==> src/kls_pkg.sv <==
`default_nettype none
// ---------------------------------------------------------------------------
// kls_pkg: shared types and constants of the keyword lexer
// Payload structs, controller/datapath command and status, keyword table.
// ---------------------------------------------------------------------------
package kls_pkg;

    localparam int MAX_TEXT_DEF = 16;
    localparam int KW_COUNT     = 6;

    // Token kinds.
    localparam logic [3:0] KIND_LPAREN  = 4'd0;
    localparam logic [3:0] KIND_RPAREN  = 4'd1;
    localparam logic [3:0] KIND_LBRACE  = 4'd2;
    localparam logic [3:0] KIND_RBRACE  = 4'd3;
    localparam logic [3:0] KIND_PLUS    = 4'd4;
    localparam logic [3:0] KIND_STRING  = 4'd5;
    localparam logic [3:0] KIND_KW_BASE = 4'd6;
    localparam logic [3:0] KIND_IDENT   = 4'd12;
    localparam logic [3:0] KIND_ERROR   = 4'd13;

    typedef struct packed {
        logic [7:0] char_code;
        logic       end_of_text;
    } t_in;

    typedef struct packed {
        logic [3:0]  token_kind;
        logic [7:0]  text_char;
        logic        char_valid;
        logic        token_end;
        logic [15:0] tokens_so_far;
        logic        last;
    } t_out;

    // Which kind of result the datapath puts out this cycle.
    typedef enum logic [1:0] {
        EM_NONE,
        EM_ONE,
        EM_RUN,
        EM_TAIL
    } t_emit;

    typedef struct packed {
        logic  accept;
        t_emit emit;
        logic  last;
    } t_cmd;

    typedef struct packed {
        logic slot_free;
        logic run_last;
        logic acc_run;
        logic acc_single;
        logic acc_tail;
        logic plan_tail;
    } t_stat;

    localparam logic [2:0] KW_LEN [KW_COUNT] = '{3'd4, 3'd4, 3'd5, 3'd3, 3'd2, 3'd3};

    // Character p of keyword k; zero past the end of the keyword.
    function automatic logic [7:0] kw_char(input int k, input logic [2:0] p);
        logic [39:0] w;
        unique case (k)
            0:       w = {"func", 8'h00};
            1:       w = {"true", 8'h00};
            2:       w = "false";
            3:       w = {"and", 16'h0000};
            4:       w = {"or", 24'h000000};
            5:       w = {"not", 16'h0000};
            default: w = '0;
        endcase
        if (p > 3'd4) begin
            return 8'h00;
        end
        return w[39 - 8 * int'(p) -: 8];
    endfunction

endpackage
`default_nettype wire

==> src/kls_ctrl.sv <==
`default_nettype none
// ---------------------------------------------------------------------------
// kls_ctrl: result sequencer of the keyword lexer
// Accepts an item, then walks the results it causes: a word or string
// token (single result or character run) and then any trailing token.
// ---------------------------------------------------------------------------
module kls_ctrl import kls_pkg::*; (
    input  wire logic  i_clk,
    input  wire logic  i_rst_n,
    input  wire logic  i_in_valid,
    input  wire t_stat i_stat,
    output t_cmd       o_cmd,
    output logic       o_in_stall
);

    typedef enum logic [1:0] {
        ST_WAIT,
        ST_ONE,
        ST_RUN,
        ST_TAIL
    } t_state;

    t_state r_state, n_state;

    always_comb begin
        o_cmd.accept = 1'b0;
        o_cmd.emit   = EM_NONE;
        o_cmd.last   = 1'b0;
        n_state      = r_state;
        unique case (r_state)
            ST_WAIT: begin
                o_cmd.accept = i_in_valid;
                if (i_in_valid) begin
                    if (i_stat.acc_run) begin
                        n_state = i_stat.acc_single ? ST_ONE : ST_RUN;
                    end else if (i_stat.acc_tail) begin
                        n_state = ST_TAIL;
                    end
                end
            end
            ST_ONE: begin
                o_cmd.emit = EM_ONE;
                o_cmd.last = !i_stat.plan_tail;
                if (i_stat.slot_free) begin
                    n_state = i_stat.plan_tail ? ST_TAIL : ST_WAIT;
                end
            end
            ST_RUN: begin
                o_cmd.emit = EM_RUN;
                o_cmd.last = i_stat.run_last && !i_stat.plan_tail;
                if (i_stat.slot_free && i_stat.run_last) begin
                    n_state = i_stat.plan_tail ? ST_TAIL : ST_WAIT;
                end
            end
            ST_TAIL: begin
                o_cmd.emit = EM_TAIL;
                o_cmd.last = 1'b1;
                if (i_stat.slot_free) begin
                    n_state = ST_WAIT;
                end
            end
            default: n_state = ST_WAIT;
        endcase
    end

    assign o_in_stall = (r_state != ST_WAIT);

    always_ff @(posedge i_clk) begin
        if (!i_rst_n) begin
            r_state <= ST_WAIT;
        end else begin
            r_state <= n_state;
        end
    end

endmodule
`default_nettype wire

==> src/kls_datapath.sv <==
`default_nettype none
// ---------------------------------------------------------------------------
// kls_datapath: lexer state, text buffer and output register
// Classifies the accepted item, updates the lexer mode, buffers word and
// string text, tracks keyword candidates and builds the result items.
// ---------------------------------------------------------------------------
module kls_datapath import kls_pkg::*; #(
    parameter int MAX_TEXT = MAX_TEXT_DEF
) (
    input  wire logic i_clk,
    input  wire logic i_rst_n,
    input  wire t_in  i_in_data,
    input  wire t_cmd i_cmd,
    input  wire logic i_out_stall,
    output t_stat     o_stat,
    output logic      o_out_valid,
    output t_out      o_out_data
);

    localparam int IW = $clog2(MAX_TEXT);
    localparam int LW = $clog2(MAX_TEXT + 1);

    localparam logic [7:0] CH_LPAREN = 8'h28;
    localparam logic [7:0] CH_RPAREN = 8'h29;
    localparam logic [7:0] CH_LBRACE = 8'h7B;
    localparam logic [7:0] CH_RBRACE = 8'h7D;
    localparam logic [7:0] CH_PLUS   = 8'h2B;
    localparam logic [7:0] CH_QUOTE  = 8'h22;
    localparam logic [7:0] CH_SLASH  = 8'h2F;
    localparam logic [7:0] CH_SPACE  = 8'h20;
    localparam logic [7:0] CH_LF     = 8'h0A;
    localparam logic [7:0] CH_TAB    = 8'h09;
    localparam logic [7:0] CH_CR     = 8'h0D;
    localparam logic [7:0] CH_LOW_A  = 8'h61;
    localparam logic [7:0] CH_LOW_Z  = 8'h7A;

    typedef enum logic [2:0] {
        MODE_IDLE,
        MODE_WORD,
        MODE_STRING,
        MODE_COMMENT,
        MODE_HALTED
    } t_mode;

    typedef struct packed {
        logic       has_run;
        logic       run_single;
        logic [3:0] run_kind;
        logic       has_tail;
        logic [3:0] tail_kind;
        logic       eot;
    } t_plan;

    t_mode              r_mode, n_mode;
    logic [LW-1:0]      r_len, n_len;
    logic [LW-1:0]      r_run_len;
    logic               r_ovf, n_ovf;
    logic [KW_COUNT-1:0] r_cand, n_cand;
    logic [15:0]        r_count, n_count;
    t_plan              r_plan, n_plan;
    logic [IW-1:0]      r_rd_idx, n_rd_idx;
    logic [7:0]         r_rd_data;
    logic [7:0]         r_mem [MAX_TEXT];
    logic               r_out_valid;
    t_out               r_out, n_out;

    logic [7:0]          c;
    logic                eot;
    logic                is_lower;
    logic [KW_COUNT-1:0] kw_match;
    logic [KW_COUNT-1:0] kw_first;
    logic                kw_hit;
    logic [3:0]          kw_kind;
    logic                wr_en;
    logic [IW-1:0]       wr_addr;
    logic                do_idle;
    logic                do_append;
    logic                do_flush;
    logic                slot_free;
    logic                fire;
    logic                run_last;
    logic                tok_start;
    logic [15:0]         count_inc;

    assign c        = i_in_data.char_code;
    assign eot      = i_in_data.end_of_text;
    assign is_lower = (c >= CH_LOW_A) && (c <= CH_LOW_Z);

    // Keyword candidates narrow by one character per appended letter.
    always_comb begin
        kw_hit  = 1'b0;
        kw_kind = KIND_IDENT;
        for (int k = 0; k < KW_COUNT; k++) begin
            kw_match[k] = (r_len < LW'(KW_LEN[k])) && (kw_char(k, r_len[2:0]) == c);
            kw_first[k] = (kw_char(k, 3'd0) == c);
            if (r_cand[k] && (r_len == LW'(KW_LEN[k]))) begin
                kw_hit  = 1'b1;
                kw_kind = KIND_KW_BASE + 4'(k);
            end
        end
    end

    // Lexer step for the item at the input.
    always_comb begin
        n_mode    = r_mode;
        n_len     = r_len;
        n_ovf     = r_ovf;
        n_cand    = r_cand;
        wr_en     = 1'b0;
        wr_addr   = r_len[IW-1:0];
        n_plan    = '0;
        n_plan.run_kind  = KIND_IDENT;
        n_plan.tail_kind = KIND_ERROR;
        do_idle   = 1'b0;
        do_append = 1'b0;
        do_flush  = 1'b0;

        if (eot) begin
            n_plan.eot = 1'b1;
            if (r_mode == MODE_WORD) begin
                do_flush = 1'b1;
            end else if (r_mode == MODE_STRING) begin
                n_plan.has_tail = 1'b1;
            end
            n_mode = MODE_IDLE;
            n_len  = '0;
            n_ovf  = 1'b0;
        end else begin
            unique case (r_mode)
                MODE_HALTED: ;
                MODE_COMMENT: begin
                    if (c == CH_LF) begin
                        n_mode = MODE_IDLE;
                    end
                end
                MODE_STRING: begin
                    if (c == CH_QUOTE) begin
                        n_plan.has_run    = 1'b1;
                        n_plan.run_kind   = KIND_STRING;
                        n_plan.run_single = (r_len == '0);
                        n_mode            = MODE_IDLE;
                        n_len             = '0;
                    end else begin
                        do_append = 1'b1;
                    end
                end
                MODE_WORD: begin
                    if (is_lower) begin
                        do_append = 1'b1;
                    end else begin
                        do_flush = 1'b1;
                        n_mode   = MODE_IDLE;
                        n_len    = '0;
                        do_idle  = 1'b1;
                    end
                end
                default: do_idle = 1'b1;
            endcase
        end

        if (do_flush) begin
            n_plan.has_run    = 1'b1;
            n_plan.run_single = kw_hit;
            n_plan.run_kind   = kw_hit ? kw_kind : KIND_IDENT;
        end

        if (do_append) begin
            if (r_len < LW'(MAX_TEXT)) begin
                wr_en  = 1'b1;
                n_len  = r_len + LW'(1);
                n_cand = r_cand & kw_match;
            end else begin
                n_ovf           = 1'b1;
                n_plan.has_tail = 1'b1;
                n_mode          = MODE_HALTED;
            end
        end

        if (do_idle) begin
            unique case (c)
                CH_LPAREN: begin
                    n_plan.has_tail  = 1'b1;
                    n_plan.tail_kind = KIND_LPAREN;
                end
                CH_RPAREN: begin
                    n_plan.has_tail  = 1'b1;
                    n_plan.tail_kind = KIND_RPAREN;
                end
                CH_LBRACE: begin
                    n_plan.has_tail  = 1'b1;
                    n_plan.tail_kind = KIND_LBRACE;
                end
                CH_RBRACE: begin
                    n_plan.has_tail  = 1'b1;
                    n_plan.tail_kind = KIND_RBRACE;
                end
                CH_PLUS: begin
                    n_plan.has_tail  = 1'b1;
                    n_plan.tail_kind = KIND_PLUS;
                end
                CH_QUOTE: begin
                    n_mode = MODE_STRING;
                    n_len  = '0;
                end
                CH_SLASH: n_mode = MODE_COMMENT;
                CH_SPACE, CH_LF, CH_TAB, CH_CR: ;
                default: begin
                    if (is_lower) begin
                        n_mode  = MODE_WORD;
                        wr_en   = 1'b1;
                        wr_addr = '0;
                        n_len   = LW'(1);
                        n_cand  = kw_first;
                    end else begin
                        n_plan.has_tail = 1'b1;
                        n_mode          = MODE_HALTED;
                    end
                end
            endcase
        end
    end

    // Result building.
    assign slot_free = !r_out_valid || !i_out_stall;
    assign fire      = (i_cmd.emit != EM_NONE) && slot_free;
    assign run_last  = ((LW'(r_rd_idx) + LW'(1)) == r_run_len);
    assign tok_start = (i_cmd.emit == EM_ONE) || (i_cmd.emit == EM_TAIL) ||
                       ((i_cmd.emit == EM_RUN) && (r_rd_idx == '0));
    assign count_inc = (r_count == 16'hFFFF) ? r_count : r_count + 16'd1;

    always_comb begin
        n_out.text_char     = 8'h00;
        n_out.char_valid    = 1'b0;
        n_out.token_end     = 1'b1;
        n_out.tokens_so_far = tok_start ? count_inc : r_count;
        n_out.last          = i_cmd.last;
        unique case (i_cmd.emit)
            EM_ONE:  n_out.token_kind = r_plan.run_kind;
            EM_RUN: begin
                n_out.token_kind = r_plan.run_kind;
                n_out.text_char  = r_rd_data;
                n_out.char_valid = 1'b1;
                n_out.token_end  = run_last;
            end
            default: n_out.token_kind = r_plan.tail_kind;
        endcase
    end

    always_comb begin
        n_count = r_count;
        if (i_cmd.accept && eot && !n_plan.has_run && !n_plan.has_tail) begin
            n_count = '0;
        end else if (fire) begin
            if (i_cmd.last && r_plan.eot) begin
                n_count = '0;
            end else if (tok_start) begin
                n_count = count_inc;
            end
        end
    end

    always_comb begin
        if (i_cmd.emit == EM_RUN) begin
            if (fire) begin
                n_rd_idx = run_last ? '0 : r_rd_idx + IW'(1);
            end else begin
                n_rd_idx = r_rd_idx;
            end
        end else begin
            n_rd_idx = '0;
        end
    end

    // Text buffer with registered read.
    always_ff @(posedge i_clk) begin
        if (i_cmd.accept && wr_en) begin
            r_mem[wr_addr] <= c;
        end
        r_rd_data <= r_mem[n_rd_idx];
    end

    always_ff @(posedge i_clk) begin
        if (!i_rst_n) begin
            r_mode      <= MODE_IDLE;
            r_len       <= '0;
            r_ovf       <= 1'b0;
            r_count     <= '0;
            r_plan      <= '0;
            r_rd_idx    <= '0;
            r_out_valid <= 1'b0;
        end else begin
            if (i_cmd.accept) begin
                r_mode <= n_mode;
                r_len  <= n_len;
                r_ovf  <= n_ovf;
                r_plan <= n_plan;
            end
            r_count  <= n_count;
            r_rd_idx <= n_rd_idx;
            if (fire) begin
                r_out_valid <= 1'b1;
            end else if (!i_out_stall) begin
                r_out_valid <= 1'b0;
            end
        end
    end

    always_ff @(posedge i_clk) begin
        if (i_cmd.accept) begin
            r_cand    <= n_cand;
            r_run_len <= r_len;
        end
        if (fire) begin
            r_out <= n_out;
        end
    end

    assign o_stat.slot_free  = slot_free;
    assign o_stat.run_last   = run_last;
    assign o_stat.acc_run    = n_plan.has_run;
    assign o_stat.acc_single = n_plan.run_single;
    assign o_stat.acc_tail   = n_plan.has_tail;
    assign o_stat.plan_tail  = r_plan.has_tail;
    assign o_out_valid       = r_out_valid;
    assign o_out_data        = r_out;

    a_ovf_halts: assert property (@(posedge i_clk) disable iff (!i_rst_n)
        r_ovf |-> (r_mode == MODE_HALTED))
        else $error("overflow flag set outside the halted mode");

    a_len_bound: assert property (@(posedge i_clk) disable iff (!i_rst_n)
        r_len <= LW'(MAX_TEXT))
        else $error("text length beyond buffer size");

    a_char_kind: assert property (@(posedge i_clk) disable iff (!i_rst_n)
        (r_out_valid && r_out.char_valid) |->
        ((r_out.token_kind == KIND_IDENT) || (r_out.token_kind == KIND_STRING)))
        else $error("character carried by a token without text");

endmodule
`default_nettype wire

==> src/keyword_lexer_stream.sv <==
`default_nettype none
// ---------------------------------------------------------------------------
// keyword_lexer_stream: streaming lexer with keyword recognition
// One source byte or an end-of-text marker per item in; token result
// items out, with identifier and string text as one character per item.
// ---------------------------------------------------------------------------
//
//  Channel  Direction  Handshake                Payload
//  -------  ---------  -----------------------  ------------------------------
//  in       input      i_in_valid / o_in_stall  i_in_data  (char, end marker)
//  out      output     o_out_valid / i_out_stall o_out_data (token fields)
//
// An item that causes no result leaves the sequencer waiting; the next item
// can enter in the following cycle. An item that causes n results, where n
// is at most MAX_TEXT + 1, holds off the input while the single output
// register loads them, one result per cycle when the output does not stall.
// Reset is synchronous and active low; it puts the lexer in its idle mode
// with an empty buffer and a zero token count. A stall on the output holds
// the current result and the sequence behind it; input is refused until
// all results of the current item have been loaded.
//
module keyword_lexer_stream import kls_pkg::*; #(
    parameter int MAX_TEXT = MAX_TEXT_DEF
) (
    input  wire logic i_clk,
    input  wire logic i_rst_n,
    input  wire logic i_in_valid,
    output logic      o_in_stall,
    input  wire t_in  i_in_data,
    output logic      o_out_valid,
    input  wire logic i_out_stall,
    output t_out      o_out_data
);

    // Commands from the sequencer and status from the datapath.
    t_cmd  cmd;
    t_stat stat;

    // The sequencer decides, per accepted item, which results go out and
    // in which order: a word or string token first, then any trailing one.
    kls_ctrl u_ctrl (
        .i_clk      (i_clk),
        .i_rst_n    (i_rst_n),
        .i_in_valid (i_in_valid),
        .i_stat     (stat),
        .o_cmd      (cmd),
        .o_in_stall (o_in_stall)
    );

    // The datapath holds the lexer mode, the text buffer, the keyword
    // candidates, the token count and the output register.
    kls_datapath #(
        .MAX_TEXT (MAX_TEXT)
    ) u_datapath (
        .i_clk       (i_clk),
        .i_rst_n     (i_rst_n),
        .i_in_data   (i_in_data),
        .i_cmd       (cmd),
        .i_out_stall (i_out_stall),
        .o_stat      (stat),
        .o_out_valid (o_out_valid),
        .o_out_data  (o_out_data)
    );

endmodule
`default_nettype wire

==> config.mk <==
export PLATFORM = sky130hd
export DESIGN_NAME = keyword_lexer_stream
export DESIGN_NICKNAME = d
export VERILOG_FILES = /design/src/kls_pkg.sv /design/src/kls_ctrl.sv /design/src/kls_datapath.sv /design/src/keyword_lexer_stream.sv
export SDC_FILE = /design/constraint.sdc
export NUM_CORES = 1
export LEC_CHECK = 0
export CAP_MARGIN = 10
export CORE_MARGIN = 10
export CORE_UTILIZATION = 60
export CTS_CLUSTER_SIZE = 16
export DETAILED_ROUTE_END_ITERATION = 16
export DONT_BUFFER_PORTS = 1
export PLACE_DENSITY_LB_ADDON = 0.25
export SKIP_CTS_REPAIR_TIMING = 1
export SLEW_MARGIN = 20
export SYNTH_ARGS = -nofsm -noshare
export SYNTH_HDL_FRONTEND = slang
export SYNTH_SLANG_ARGS = --single-unit
==> constraint.sdc <==
create_clock -name i_clk -period 4.02 [get_ports i_clk]
set_input_delay 0.201 -clock i_clk [delete_from_list [all_inputs] [get_ports i_clk]]
set_output_delay 0.201 -clock i_clk [all_outputs]
set_load 0.005 [all_outputs]
==> results by group <==
Run status
  – Status: complete, no violations

Yosys
  – Synthesized area per cell: between 10 and 15 sq um
  – Post-synth ARST share: 0%
  – Synth Instances: ~940
  – Post-synthesis net count: just under 1000
  – Synth Register Bits: approximately 220
  – Netlist Area Pre-Place: between 10000 and 15000 sq um
  – Number of synthesized flops with an enable pin: 170
  – Post-synth cell types: 90
  – Ys Warns: 0
  – Post-synth top flop: edfxtp_1
  – Seq/Total Area, Yosys: 57.2%

Setup path
  – Critical Path Sink Type: flop
  – CP startpoint: u_datapath.r_rd_idx[0]$_SDFF_PN0_
  – Max Fanout on Critical Path: 47
  – Crit Path Class: reg2reg
  – CP required: ~4.4 ns
  – Setup crit start kind: flop
  – Critical Path AT: approximately 3.8 ns
  – Worst r2r src: u_datapath.r_rd_idx[0]$_SDFF_PN0_

Global route
  – Vias in the first global route: around 7100
  – Global-route wire length before repair: around 39000 um
  – Initial antenna violation count: 0
  – Gr usage total: around a fifth
  – Largest net degree at the start of global routing: 48
  – Global route overflow: 0

Detailed routing
  – Final ANT Viol Nets: 0
  – DR pass1 iterations: 5
  – DR iter-0 viols: between 800 and 900
  – Vias per Instance: between 6 and 7
  – DRC viols: 0
  – Routed WL: 25300 um
  – Drt wl/cell: roughly 21 um
  – DR vias: 7635

Timing
  – Setup Skew: 0.0131 ns
  – Setup WS post-layout: around 0.6 ns
  – Fmax: around 0.29 GHz
  – Worst-Margin Slew: approximately 0.88 ns
  – Unrepaired setup endpoints after global routing: no
  – Setup TNS: 0 ns
  – Final Cycle Share: 85.5%
  – Final Hold Viols: 0
  – Finish-stage setup viols: 0
  – Max-slew violation count: 0
  – Post-layout min period: ~3.4 ns
  – Hold slack: slightly above 0.008 ns
  – Rel. slew slack: approximately two fifths

Cells and area
  – Fillers: about 1200
  – P&R area growth vs syn: 10.1%
  – Inserted Diodes: 0
  – Design Area, Final: ~12000 sq um
  – Share of layout cells above drive strength 1: 11.3%
  – Final nets: between 900 and 1000

Placed design
  – Detailed placer's ending HPWL: 16300 um
  – Pre-CTS setup slack: between 0.6 and 0.7 ns
  – Placement Cell Area: around 11000 sq um
  – Routability cong.: about 0.93
  – Port Buffer Count: 0

Clocking
  – Clock Latency Late Sink: roughly 0.5 ns
  – Sink Count: between 200 and 250
  – CTS clock-pin slew for the worst setup and hold paths: approximately 0.060 ns
  – CTS tree: done
  – Clk root buf: clkbuf_16
  – H-tree Lvls: 1
  – Clock tree buffer depth: 3
  – Num CTS Buffers: 23

Run
  – Maxcap violations: 0

Die
  – Total die area: around 23000 sq um
  – Chip Width: between 150 and 200 um
  – FP Rows: 48
  – I/O Pins: 46
  – Initial Util: approximately three fifths
  – Core box area: about 17000 sq um
  – Die H: 153 um

Pwr
  – VDD IR max: around 0.36 mV
  – Switch share: between 30 and 40%
  – Power Dens Cells: 561 nW/um^2
  – Clock power frac: 31.6%
  – Comb power frac: 23.9%
  – Leak Pwr: roughly 4 nW
  – Flop pwr share: between 40% and 50%
  – P_sw: around 2 mW
  – Pint: around 4.5 mW

Worst hold path
  – Tightest Hold Check Type: in2reg
  – Hold Startpoint: i_in_data[4]
==> power by group through the flow <==
stage | Sequential [mW] | Clock (mW) | Combinational, mW
global placement | 2.98 | 0 | 1.48
floorplan | 2.92 | 0 | 1.21
CTS | 2.94 | 2.09 | 1.52
global route | 2.96 | 2.19 | 1.70
detailed placement | 2.99 | 0 | 1.51
finish | 2.93 | 2.07 | 1.57
==> critical path: stages, from the launching register on <==
cell,delay [ns]
dfxtp_1,0.61
inv_1,0.17
ha_1,0.36
xor2_1,0.25
nand3_1,0.13
o211a_4,0.23
a21oi_4,0.18
buf_12,0.29
mux2i_1,0.35
o22ai_1,0.16
or4_1,0.54
==> per-layer routing <==
metal | routed length (um) | track usage (%) | part of all wire [%] | vias up
li1 | - | - | - | 3573
met1 | 11000 | 27.6 | 43 | 3691
met2 | 11900 | 32.0 | 47 | 317
met3 | 1730 | 3.28 | 6.8 | 54
met4 | 671 | 6.27 | 2.7 | 0
met5 | 0 | 0 | 0 | -
==> worst paths after layout <==
check | end | slack [ns] | depth (start not counted)
worst min register to register | u_datapath.r_plan[7]$_SDFFE_PN0P_ | 0.46 | 2
worst max register to register | u_datapath.r_rd_data[0]$_DFF_P_ | 0.58 | 10
worst max-delay path | u_datapath.r_rd_data[0]$_DFF_P_ | 0.58 | 10
worst min-delay path | u_datapath.r_cand[0]$_DFFE_PP_ | 0.008 | 2
==> layout make-up <==
type / count / area (sq um) / share of cell area, %
sequential: 219 / 6090 / 52.0
multi-input combinational: 638 / 4200 / 35.9
clock buffer: 31 / 656 / 5.60
timing repair buffer: 34 / 295 / 2.52
tap: 225 / 282 / 2.40
inverter: 26 / 97.6 / 0.834
clock inverter: 11 / 92.6 / 0.791
==> stage by stage <==
step	power [mW]	instances	util (%)
after global routing	6.85	1184	67.4
after floorplan	4.14	937	-
after detailed placement	4.50	1131	62.5
after CTS	6.55	1173	66.8
after global placement	4.46	1131	62.5
final	6.57	1184	67.4
==> logic make-up after synthesis <==
| group | synth area share [%] |
|---|---|
| simple gates | 16.2 |
| compound gates | 14.7 |
| flops | 57.2 |
| buf+inv | 3.39 |
| mux | 4.30 |
| xor+xnor | 2.79 |
| fa+ha+maj | 1.41 |
==> cell usage after synthesis (all sizes together) (15+ instances only) <==
cell	count	share of area, %
xnor2	20	1.6
edfxtp	170	48
dfxtp	49	9.2
a21oi	56	2.7
nand3	30	1.4
nand2	106	3.8
clkbuf	30	1.1
inv	24	0.85
nor2	54	1.9
a311oi	15	1.2
o22ai	26	1.7
mux2i	31	2.9
buf	24	1.4
and3	24	1.4
o21ai	27	1.3
nor3	20	0.99
a211oi	19	1.6
==> state kept, by name (all words and copies together) (netlist names) <==
register                count
u_datapath.r_mem          128
u_datapath.o_out_data      31
u_datapath.r_count         16
u_datapath.r_plan           9
u_datapath.r_rd_data        8
u_datapath.r_cand           6
u_datapath.r_len            5
u_datapath.r_run_len        5
u_datapath.r_rd_idx         4
u_datapath.r_mode           3
u_ctrl.r_state              2
u_datapath.o_out_valid      1
u_datapath.o_stat           1
==> cells in the final DEF, fill, tap and decap left out, types with 10 or more instances in the layout <==
master and instances:
edfxtp_1 170, nand2_1 104, a21oi_1 54, nor2_1 53, dfxtp_1 49, mux2i_1 31, nand3_1 30, o21ai_0 26
o22ai_1 25, and3_1 24, inv_1 23, clkbuf_16 23, buf_4 22, xnor2_1 20, nor3_1 19, a311oi_1 15
mux2_2 13, a211oi_1 13, or4_1 13, xor2_1 12, a31oi_1 12, ha_1 12, and2_1 11, dlygate4sd3_1 11
nor2b_1 10, nand4_1 10
No activity file was read; power rests on OpenSTA's default activity.
